<file path="config.mk">
export PLATFORM = sky130hd
export DESIGN_NAME = aes_ctrl
export DESIGN_NICKNAME = d
export VERILOG_FILES = /design/src/rtl/aes_pkg.sv /design/src/rtl/aes_ctrl.sv
export SDC_FILE = /design/constraint.sdc
export NUM_CORES = 1
export LEC_CHECK = 0
export ABC_AREA = 1
export BUFFER_PORTS_ARGS = -buffer_cell sky130_fd_sc_hd__buf_2
export CORE_MARGIN = 2
export CORE_UTILIZATION = 38
export CTS_CLUSTER_DIAMETER = 100
export DETAILED_ROUTE_END_ITERATION = 16
export PLACE_DENSITY = 0.71
export SLEW_MARGIN = 40
export SYNTH_ARGS = -nofsm -noshare
export SYNTH_HDL_FRONTEND = slang
export SYNTH_SLANG_ARGS = --single-unit
</file>
<file path="constraint.sdc">
create_clock -name clk -period 2.57 [get_ports clk]
set_input_delay 0.257 -clock clk [delete_from_list [all_inputs] [get_ports clk]]
set_output_delay 0.257 -clock clk [all_outputs]
set_load 0.03 [all_outputs]
</file>
<file path="src/rtl/aes_pkg.sv">
// ----------------------------------------------------------------------------
// aes_pkg
// shared types, register addresses and round helpers for the aes register device
// ----------------------------------------------------------------------------
package aes_pkg;

	localparam logic [5:0] ADDR_CTRL   = 6'h08;
	localparam logic [5:0] ADDR_STATUS = 6'h09;
	localparam logic [5:0] ADDR_MODE   = 6'h0a;
	localparam logic [5:0] ADDR_KEY    = 6'h10;
	localparam logic [5:0] ADDR_KEY_HI = 6'h14;
	localparam logic [5:0] ADDR_BLOCK  = 6'h20;
	localparam logic [5:0] ADDR_RESULT = 6'h30;

	localparam logic ACT_WRITE = 1'b0;
	localparam logic ACT_READ  = 1'b1;

	// controller state, one-hot
	typedef enum logic [3:0] {
		ST_IDLE   = 4'b0001,
		ST_EXPAND = 4'b0010,
		ST_CIPHER = 4'b0100,
		ST_DONE   = 4'b1000
	} state_t;

	// controller to datapath commands
	typedef struct packed {
		logic       exp_start;  // load key into expansion window
		logic       exp_step;   // produce next 4 words of the schedule
		logic       blk_start;  // load block and add first round key
		logic       blk_round;  // one middle round
		logic       blk_last;   // final round, write result
		logic [3:0] cnt;        // round index in use
	} cmd_t;

	function automatic logic [7:0] sbox(input logic [7:0] a);
		logic [7:0] t [256];
		t = '{
		8'h63,8'h7c,8'h77,8'h7b,8'hf2,8'h6b,8'h6f,8'hc5,8'h30,8'h01,8'h67,8'h2b,8'hfe,8'hd7,8'hab,8'h76,
		8'hca,8'h82,8'hc9,8'h7d,8'hfa,8'h59,8'h47,8'hf0,8'had,8'hd4,8'ha2,8'haf,8'h9c,8'ha4,8'h72,8'hc0,
		8'hb7,8'hfd,8'h93,8'h26,8'h36,8'h3f,8'hf7,8'hcc,8'h34,8'ha5,8'he5,8'hf1,8'h71,8'hd8,8'h31,8'h15,
		8'h04,8'hc7,8'h23,8'hc3,8'h18,8'h96,8'h05,8'h9a,8'h07,8'h12,8'h80,8'he2,8'heb,8'h27,8'hb2,8'h75,
		8'h09,8'h83,8'h2c,8'h1a,8'h1b,8'h6e,8'h5a,8'ha0,8'h52,8'h3b,8'hd6,8'hb3,8'h29,8'he3,8'h2f,8'h84,
		8'h53,8'hd1,8'h00,8'hed,8'h20,8'hfc,8'hb1,8'h5b,8'h6a,8'hcb,8'hbe,8'h39,8'h4a,8'h4c,8'h58,8'hcf,
		8'hd0,8'hef,8'haa,8'hfb,8'h43,8'h4d,8'h33,8'h85,8'h45,8'hf9,8'h02,8'h7f,8'h50,8'h3c,8'h9f,8'ha8,
		8'h51,8'ha3,8'h40,8'h8f,8'h92,8'h9d,8'h38,8'hf5,8'hbc,8'hb6,8'hda,8'h21,8'h10,8'hff,8'hf3,8'hd2,
		8'hcd,8'h0c,8'h13,8'hec,8'h5f,8'h97,8'h44,8'h17,8'hc4,8'ha7,8'h7e,8'h3d,8'h64,8'h5d,8'h19,8'h73,
		8'h60,8'h81,8'h4f,8'hdc,8'h22,8'h2a,8'h90,8'h88,8'h46,8'hee,8'hb8,8'h14,8'hde,8'h5e,8'h0b,8'hdb,
		8'he0,8'h32,8'h3a,8'h0a,8'h49,8'h06,8'h24,8'h5c,8'hc2,8'hd3,8'hac,8'h62,8'h91,8'h95,8'he4,8'h79,
		8'he7,8'hc8,8'h37,8'h6d,8'h8d,8'hd5,8'h4e,8'ha9,8'h6c,8'h56,8'hf4,8'hea,8'h65,8'h7a,8'hae,8'h08,
		8'hba,8'h78,8'h25,8'h2e,8'h1c,8'ha6,8'hb4,8'hc6,8'he8,8'hdd,8'h74,8'h1f,8'h4b,8'hbd,8'h8b,8'h8a,
		8'h70,8'h3e,8'hb5,8'h66,8'h48,8'h03,8'hf6,8'h0e,8'h61,8'h35,8'h57,8'hb9,8'h86,8'hc1,8'h1d,8'h9e,
		8'he1,8'hf8,8'h98,8'h11,8'h69,8'hd9,8'h8e,8'h94,8'h9b,8'h1e,8'h87,8'he9,8'hce,8'h55,8'h28,8'hdf,
		8'h8c,8'ha1,8'h89,8'h0d,8'hbf,8'he6,8'h42,8'h68,8'h41,8'h99,8'h2d,8'h0f,8'hb0,8'h54,8'hbb,8'h16};
		return t[a];
	endfunction

	function automatic logic [7:0] inv_sbox(input logic [7:0] a);
		logic [7:0] t [256];
		t = '{
		8'h52,8'h09,8'h6a,8'hd5,8'h30,8'h36,8'ha5,8'h38,8'hbf,8'h40,8'ha3,8'h9e,8'h81,8'hf3,8'hd7,8'hfb,
		8'h7c,8'he3,8'h39,8'h82,8'h9b,8'h2f,8'hff,8'h87,8'h34,8'h8e,8'h43,8'h44,8'hc4,8'hde,8'he9,8'hcb,
		8'h54,8'h7b,8'h94,8'h32,8'ha6,8'hc2,8'h23,8'h3d,8'hee,8'h4c,8'h95,8'h0b,8'h42,8'hfa,8'hc3,8'h4e,
		8'h08,8'h2e,8'ha1,8'h66,8'h28,8'hd9,8'h24,8'hb2,8'h76,8'h5b,8'ha2,8'h49,8'h6d,8'h8b,8'hd1,8'h25,
		8'h72,8'hf8,8'hf6,8'h64,8'h86,8'h68,8'h98,8'h16,8'hd4,8'ha4,8'h5c,8'hcc,8'h5d,8'h65,8'hb6,8'h92,
		8'h6c,8'h70,8'h48,8'h50,8'hfd,8'hed,8'hb9,8'hda,8'h5e,8'h15,8'h46,8'h57,8'ha7,8'h8d,8'h9d,8'h84,
		8'h90,8'hd8,8'hab,8'h00,8'h8c,8'hbc,8'hd3,8'h0a,8'hf7,8'he4,8'h58,8'h05,8'hb8,8'hb3,8'h45,8'h06,
		8'hd0,8'h2c,8'h1e,8'h8f,8'hca,8'h3f,8'h0f,8'h02,8'hc1,8'haf,8'hbd,8'h03,8'h01,8'h13,8'h8a,8'h6b,
		8'h3a,8'h91,8'h11,8'h41,8'h4f,8'h67,8'hdc,8'hea,8'h97,8'hf2,8'hcf,8'hce,8'hf0,8'hb4,8'he6,8'h73,
		8'h96,8'hac,8'h74,8'h22,8'he7,8'had,8'h35,8'h85,8'he2,8'hf9,8'h37,8'he8,8'h1c,8'h75,8'hdf,8'h6e,
		8'h47,8'hf1,8'h1a,8'h71,8'h1d,8'h29,8'hc5,8'h89,8'h6f,8'hb7,8'h62,8'h0e,8'haa,8'h18,8'hbe,8'h1b,
		8'hfc,8'h56,8'h3e,8'h4b,8'hc6,8'hd2,8'h79,8'h20,8'h9a,8'hdb,8'hc0,8'hfe,8'h78,8'hcd,8'h5a,8'hf4,
		8'h1f,8'hdd,8'ha8,8'h33,8'h88,8'h07,8'hc7,8'h31,8'hb1,8'h12,8'h10,8'h59,8'h27,8'h80,8'hec,8'h5f,
		8'h60,8'h51,8'h7f,8'ha9,8'h19,8'hb5,8'h4a,8'h0d,8'h2d,8'he5,8'h7a,8'h9f,8'h93,8'hc9,8'h9c,8'hef,
		8'ha0,8'he0,8'h3b,8'h4d,8'hae,8'h2a,8'hf5,8'hb0,8'hc8,8'heb,8'hbb,8'h3c,8'h83,8'h53,8'h99,8'h61,
		8'h17,8'h2b,8'h04,8'h7e,8'hba,8'h77,8'hd6,8'h26,8'he1,8'h69,8'h14,8'h63,8'h55,8'h21,8'h0c,8'h7d};
		return t[a];
	endfunction

	function automatic logic [7:0] xtime(input logic [7:0] a);
		return {a[6:0], 1'b0} ^ (a[7] ? 8'h1b : 8'h00);
	endfunction

	function automatic logic [31:0] sub_word(input logic [31:0] w);
		return {sbox(w[31:24]), sbox(w[23:16]), sbox(w[15:8]), sbox(w[7:0])};
	endfunction

	// state byte i = column i/4, row i%4, byte 0 at msb
	function automatic logic [7:0] sb(input logic [127:0] s, input int i);
		return s[127 - 8*i -: 8];
	endfunction

	function automatic logic [127:0] fwd_round(input logic [127:0] s, input logic mix);
		logic [127:0] t;
		logic [7:0]   a0, a1, a2, a3;
		t = '0;
		for (int c = 0; c < 4; c++) begin
			for (int r = 0; r < 4; r++) begin
				t[127 - 8*(4*c + r) -: 8] = sbox(sb(s, 4*((c + r) % 4) + r));
			end
		end
		if (mix) begin
			for (int c = 0; c < 4; c++) begin
				a0 = sb(t, 4*c); a1 = sb(t, 4*c + 1); a2 = sb(t, 4*c + 2); a3 = sb(t, 4*c + 3);
				t[127 - 32*c -: 32] = {
					xtime(a0) ^ xtime(a1) ^ a1 ^ a2 ^ a3,
					a0 ^ xtime(a1) ^ xtime(a2) ^ a2 ^ a3,
					a0 ^ a1 ^ xtime(a2) ^ xtime(a3) ^ a3,
					xtime(a0) ^ a0 ^ a1 ^ a2 ^ xtime(a3)};
			end
		end
		return t;
	endfunction

	function automatic logic [127:0] inv_shift_sub(input logic [127:0] s);
		logic [127:0] t;
		t = '0;
		for (int c = 0; c < 4; c++) begin
			for (int r = 0; r < 4; r++) begin
				t[127 - 8*(4*((c + r) % 4) + r) -: 8] = inv_sbox(sb(s, 4*c + r));
			end
		end
		return t;
	endfunction

	function automatic logic [127:0] inv_mix(input logic [127:0] s);
		logic [127:0] t;
		logic [7:0]   a [4];
		logic [7:0]   x2 [4];
		logic [7:0]   x4 [4];
		logic [7:0]   x8 [4];
		t = '0;
		for (int c = 0; c < 4; c++) begin
			for (int r = 0; r < 4; r++) begin
				a[r]  = sb(s, 4*c + r);
				x2[r] = xtime(a[r]);
				x4[r] = xtime(x2[r]);
				x8[r] = xtime(x4[r]);
			end
			for (int r = 0; r < 4; r++) begin
				t[127 - 8*(4*c + r) -: 8] =
					(x8[r] ^ x4[r] ^ x2[r]) ^
					(x8[(r+1)%4] ^ x2[(r+1)%4] ^ a[(r+1)%4]) ^
					(x8[(r+2)%4] ^ x4[(r+2)%4] ^ a[(r+2)%4]) ^
					(x8[(r+3)%4] ^ a[(r+3)%4]);
			end
		end
		return t;
	endfunction

endpackage

</file>
<file path="src/rtl/aes_ctrl.sv">
// ----------------------------------------------------------------------------
// aes_ctrl
// sequencer for key expansion and block rounds
// ----------------------------------------------------------------------------
module aes_ctrl (
	input  logic               clk,
	input  logic               arst_n,
	input  logic               req_go,
	input  logic               req_expand,
	input  logic               req_cipher,
	input  logic               long_key,
	input  logic               encrypt,
	input  logic               out_stall,
	output logic               busy,
	output logic               out_valid,
	output aes_pkg::cmd_t      cmd
);

	// last round key entry; a 128-bit schedule fills the entries past round 10 with zero
	localparam logic [3:0] LAST_RK = 4'd14;

	aes_pkg::state_t state_q;
	logic [3:0]      cnt_q;
	logic [3:0]      nr;

	// 10 or 14 rounds
	assign nr = long_key ? 4'd14 : 4'd10;

	// command decode
	always_comb begin
		cmd = '0;
		cmd.cnt = cnt_q;
		case (state_q)
			aes_pkg::ST_IDLE: begin
				cmd.exp_start = req_go && req_expand;
				cmd.blk_start = req_go && !req_expand && req_cipher;
				cmd.cnt       = encrypt ? 4'd0 : nr;
			end
			aes_pkg::ST_EXPAND: cmd.exp_step = 1'b1;
			aes_pkg::ST_CIPHER: begin
				if ((encrypt && cnt_q == nr) || (!encrypt && cnt_q == 4'd0)) begin
					cmd.blk_last = 1'b1;
				end else begin
					cmd.blk_round = 1'b1;
				end
			end
			aes_pkg::ST_DONE: ;
			default: ;
		endcase
	end

	// state register
	always_ff @(posedge clk or negedge arst_n) begin
		if (!arst_n) begin
			state_q <= aes_pkg::ST_IDLE;
			cnt_q   <= '0;
		end else begin
			case (state_q)
				aes_pkg::ST_IDLE: begin
					if (req_go) begin
						if (cmd.exp_start) begin
							state_q <= aes_pkg::ST_EXPAND;
							cnt_q   <= long_key ? 4'd2 : 4'd1;
						end else if (cmd.blk_start) begin
							state_q <= aes_pkg::ST_CIPHER;
							cnt_q   <= encrypt ? 4'd1 : nr - 4'd1;
						end else begin
							state_q <= aes_pkg::ST_DONE;
						end
					end
				end
				aes_pkg::ST_EXPAND: begin
					if (cnt_q == LAST_RK) begin
						state_q <= aes_pkg::ST_DONE;
					end
					cnt_q <= cnt_q + 4'd1;
				end
				aes_pkg::ST_CIPHER: begin
					if (cmd.blk_last) begin
						state_q <= aes_pkg::ST_DONE;
					end
					cnt_q <= encrypt ? cnt_q + 4'd1 : cnt_q - 4'd1;
				end
				aes_pkg::ST_DONE: begin
					if (!out_stall) begin
						state_q <= aes_pkg::ST_IDLE;
					end
				end
				default: state_q <= aes_pkg::ST_IDLE;
			endcase
		end
	end

	assign busy      = (state_q != aes_pkg::ST_IDLE);
	assign out_valid = (state_q == aes_pkg::ST_DONE);

endmodule

</file>
==> flow_summary.yaml <==
power:
  total_power_uw: 1066
  power_share_of_the_combinational_group_pct: 66.8
  power.share.switching_pct: 57.18
  power_frac_seq_pct: 23.4
  power.net_switching_uw: 609.3
  power_frac_clock_pct: 9.8
  power.leakage_uw: 0.0005313
  p_int_uw: 456.3
  vdd_drop_max_mv: 0.5573
  powerDensity_mw_per_mm2: 1168
floorplanning:
  die_span_x_um: 48.71
  num_rows: 16
  floorplan.initialDensity_pct: 39.52
  io_count: 19
  die-area_mm2: 0.002372
  design.core.area_mm2: 0.001922
  dieHeight_um: 48.71
drt:
  route.antenna.remaining_nets: 0
  dr.first_iter.drc_count: 21
  wl_mm: 1.863
  remaining_drc_errors: 0
  route.detailed.wl_per_inst_um: 10.83
  num_vias: 814
  drtPass1Iterations: 4
  viasPerCell: 4.733
setup_path:
  r2r.worst_path.cells: 8
  setup.reg_to_reg.worst_slack_ns: 1.10
  path_max_fanout: 6
  worstPathArrival_ns: 1.67
  cp_top_family: "buffers and inverters"
  critPathCaptureType: "output pin"
  crit_chain: "inv_1 > ha_1 > inv_1 > nor2_1 > nand3_1 > a21oi_1 > buf_2"
  critical_path_buf_inv_count: 3
  slowest_delay_ns: 0.42
  cpMostUsedCell: "inv_1"
  startpoint_type: "flop"
  critical_path_required_ns: 2.31
  timing.setup.critical_path_class: "reg2out"
  slowest_stage_cell_crit_path: "dfrtp_1"
  regToRegEndpoint: "state_q[0]"
  worstReg2RegStart: "cnt_q[0]"
sta:
  final_min_period_over_clock_period_pct: 75.02
  clock.fmax_mhz: 518.7
  grt_setup_unrepaired: "false"
  skew_ns: 0.006785
  totalNegativeSetupSlack_ns: 0
  period_needed_ns: 1.928
  maxSlewViolCount: 0
  worstMarginPinSlew_ns: 0.3191
  setup_viol: 0
  slew_headroom_pct: 78.50
  hold_viol_final: 0
  hold_ws_ns: 0.2763
hold_path:
  worstHoldStart: "long_key"
  holdCritPathClass: "in2reg"
  min_delay_path_depth: 3
  hold_end: "cnt_q[1]"
status:
  outcome: "finished clean"
grt:
  grt_pass1_vias: 750
  overflow: 0
  global_route.usage.total_pct: 17.14
  grt_antenna_before_repair: 0
  grt_first_pass_wirelength_mm: 3.194
  grt_start_max_net_pins: 10
finish:
  design_area_um2: 912.1
  areaGrowthSynthToFinish_pct: 20.10
  share_of_final_layout_standard_cells_stronger_than_drive_strength_1_pct: 24.83
  area_of_the_multi_input_gates_um2: 466.7
  final_nets: 157
  number_of_filler_cells_placed_in_the_layout: 213
  antenna_cells_inserted: 0
  final-seq-area_um2: 201.4
yosys:
  synthesis.yosys.warnings: 0
  synth_top_cells_by_area: "dfrtp_1, nand2_1, inv_1"
  synth_common_cells: "nand2_1, inv_1, nor2_1"
  ys_async_sr_fraction_pct: 100.0
  synth_edf_count: 0
  synth_nets: 134
  synth_largest_area_cell: "dfrtp_1"
  sequential_element_share_of_the_synthesized_area_pct: 26.52
  mappedNetlistArea_um2: 759.5
  post-synth-top-count-cell: "nand2_1"
  number_of_instances_in_the_synthesized_netlist: 123
  synthDominantCellAreaShare_pct: 23.06
  ys.flop_type: "dfrtp_1"
  synth.avg_cell_area_um2: 6.175
  yosys_reg_bits: 8
  synth_cell_type_count: 22
clock_network:
  cts_sinks: 8
  postCtsSetupRepairBufs: 0
  num_cts_buffers: 3
  insertion_delay_ns: 0.26
  tritoncts: "done"
  cts_max_level: 1
  cts_root_buf: "clkbuf_4"
  max-clock-path-buffers: 2
  clk_transition_reported_paths_ns: 0.06
placed_design:
  routabilityCongestion: 0.8624
  hpwl_mm: 1.534
  io_buffer_count: 18
  dpl-instance-area_um2: 875.8
flow_run:
  maxCapViolations: 0
-- logic make-up (layout without fill, tap and decap cells) --
family                   count (synthesis)  in the layout  synth area share [%]
AO/OA/AOI/OAI                           12             12                 8.073
adder cells (fa/ha/maj)                  3              3                 4.943
buffers and inverters                   22             44                 12.03
XOR/XNOR                                 1              1                 1.153
flip-flops                               8              8                 26.52
AND/OR/NAND/NOR                         77             77                 47.28
-- worst max-delay path by stage --
stage / from / endpoint / slack [ns] / cells past startpoint
3_3_place_gp: cnt_q[0] / cmd[4] / 0.97 / 7
3_5_place_dp: cnt_q[0] / cmd[4] / 0.95 / 7
5_1_grt: cnt_q[0] / cmd[4] / 0.51 / 7
2_1_floorplan: state_q[0] / cmd[2] / 0.81 / 6
4_1_cts: cnt_q[0] / cmd[4] / 0.64 / 7
6_report: cnt_q[0] / cmd[4] / 0.64 / 7
-- tightest hold or removal path: cells and delay by family --
| kind | cells | cell delay, ns |
|---|---|---|
| compound gates | 2 | 0.12 |
| buf+inv | 1 | 0.11 |
-- through the flow --
step | util, % | std cells | worst slack (ns)
2_1_floorplan | - | 123 | 0.8075
3_3_place_gp | 45.57 | 167 | 0.9725
3_5_place_dp | 45.57 | 167 | 0.9499
4_1_cts | 47.46 | 172 | 0.6441
5_1_grt | 47.46 | 172 | 0.5074
6_report | 47.46 | 172 | 0.6421
-- sequential cells by signal, indices dropped and copies added, names as in the netlist --
register / count
cnt_q: 4
state_q: 4
-- metal layers --
metal  up-vias  global-route usage [%]  share of wire [%]
met2        27                   28.31                 48
met1       354                   22.50                 46
met3         0                   5.864                6.1
met5         -                       0                  0
met4         0                   1.429                  0
li1        433                       -                  -
-- cell usage in the layout, fill, tap and decap left out, drive strengths merged --
master and count:
dfrtp 7, nor2 19, dlygate4sd3 1, dfstp 1
a21oi 2, clkinv 1, buf 18, o22ai 1
inv 20, nand4 5, nand2 39, ha 3
nand3 13, o21ai 9, clkbuf 4, xor2 1
nor3 1
-- final cells by class --
| cell class | count | share of cell area [%] |
|---|---|---|
| inverters | 21 | 9.191 |
| repair buffers | 19 | 10.97 |
| well taps | 27 | 3.704 |
| multi-input cells | 93 | 51.17 |
| clock buffers | 4 | 2.881 |
| flip-flops and latches | 8 | 22.09 |
-- what timing repair did --
action / in CTS / in global routing
endpoints found under the setup margin: 0 / 0
gates resized for setup: 0 / 0
hold endpoints to repair: 7 / 0
hold buffers: 1 / 0
-- power by group through the flow --
stage	registers (µW)	clock network (µW)	logic (µW)
2_1_floorplan	226	0	568
3_3_place_gp	250	0	704
3_5_place_dp	251	0	708
4_1_cts	250	111	714
5_1_grt	259	116	803
6_report	250	104	712
Note: power is estimated with default switching activity, not from simulation.
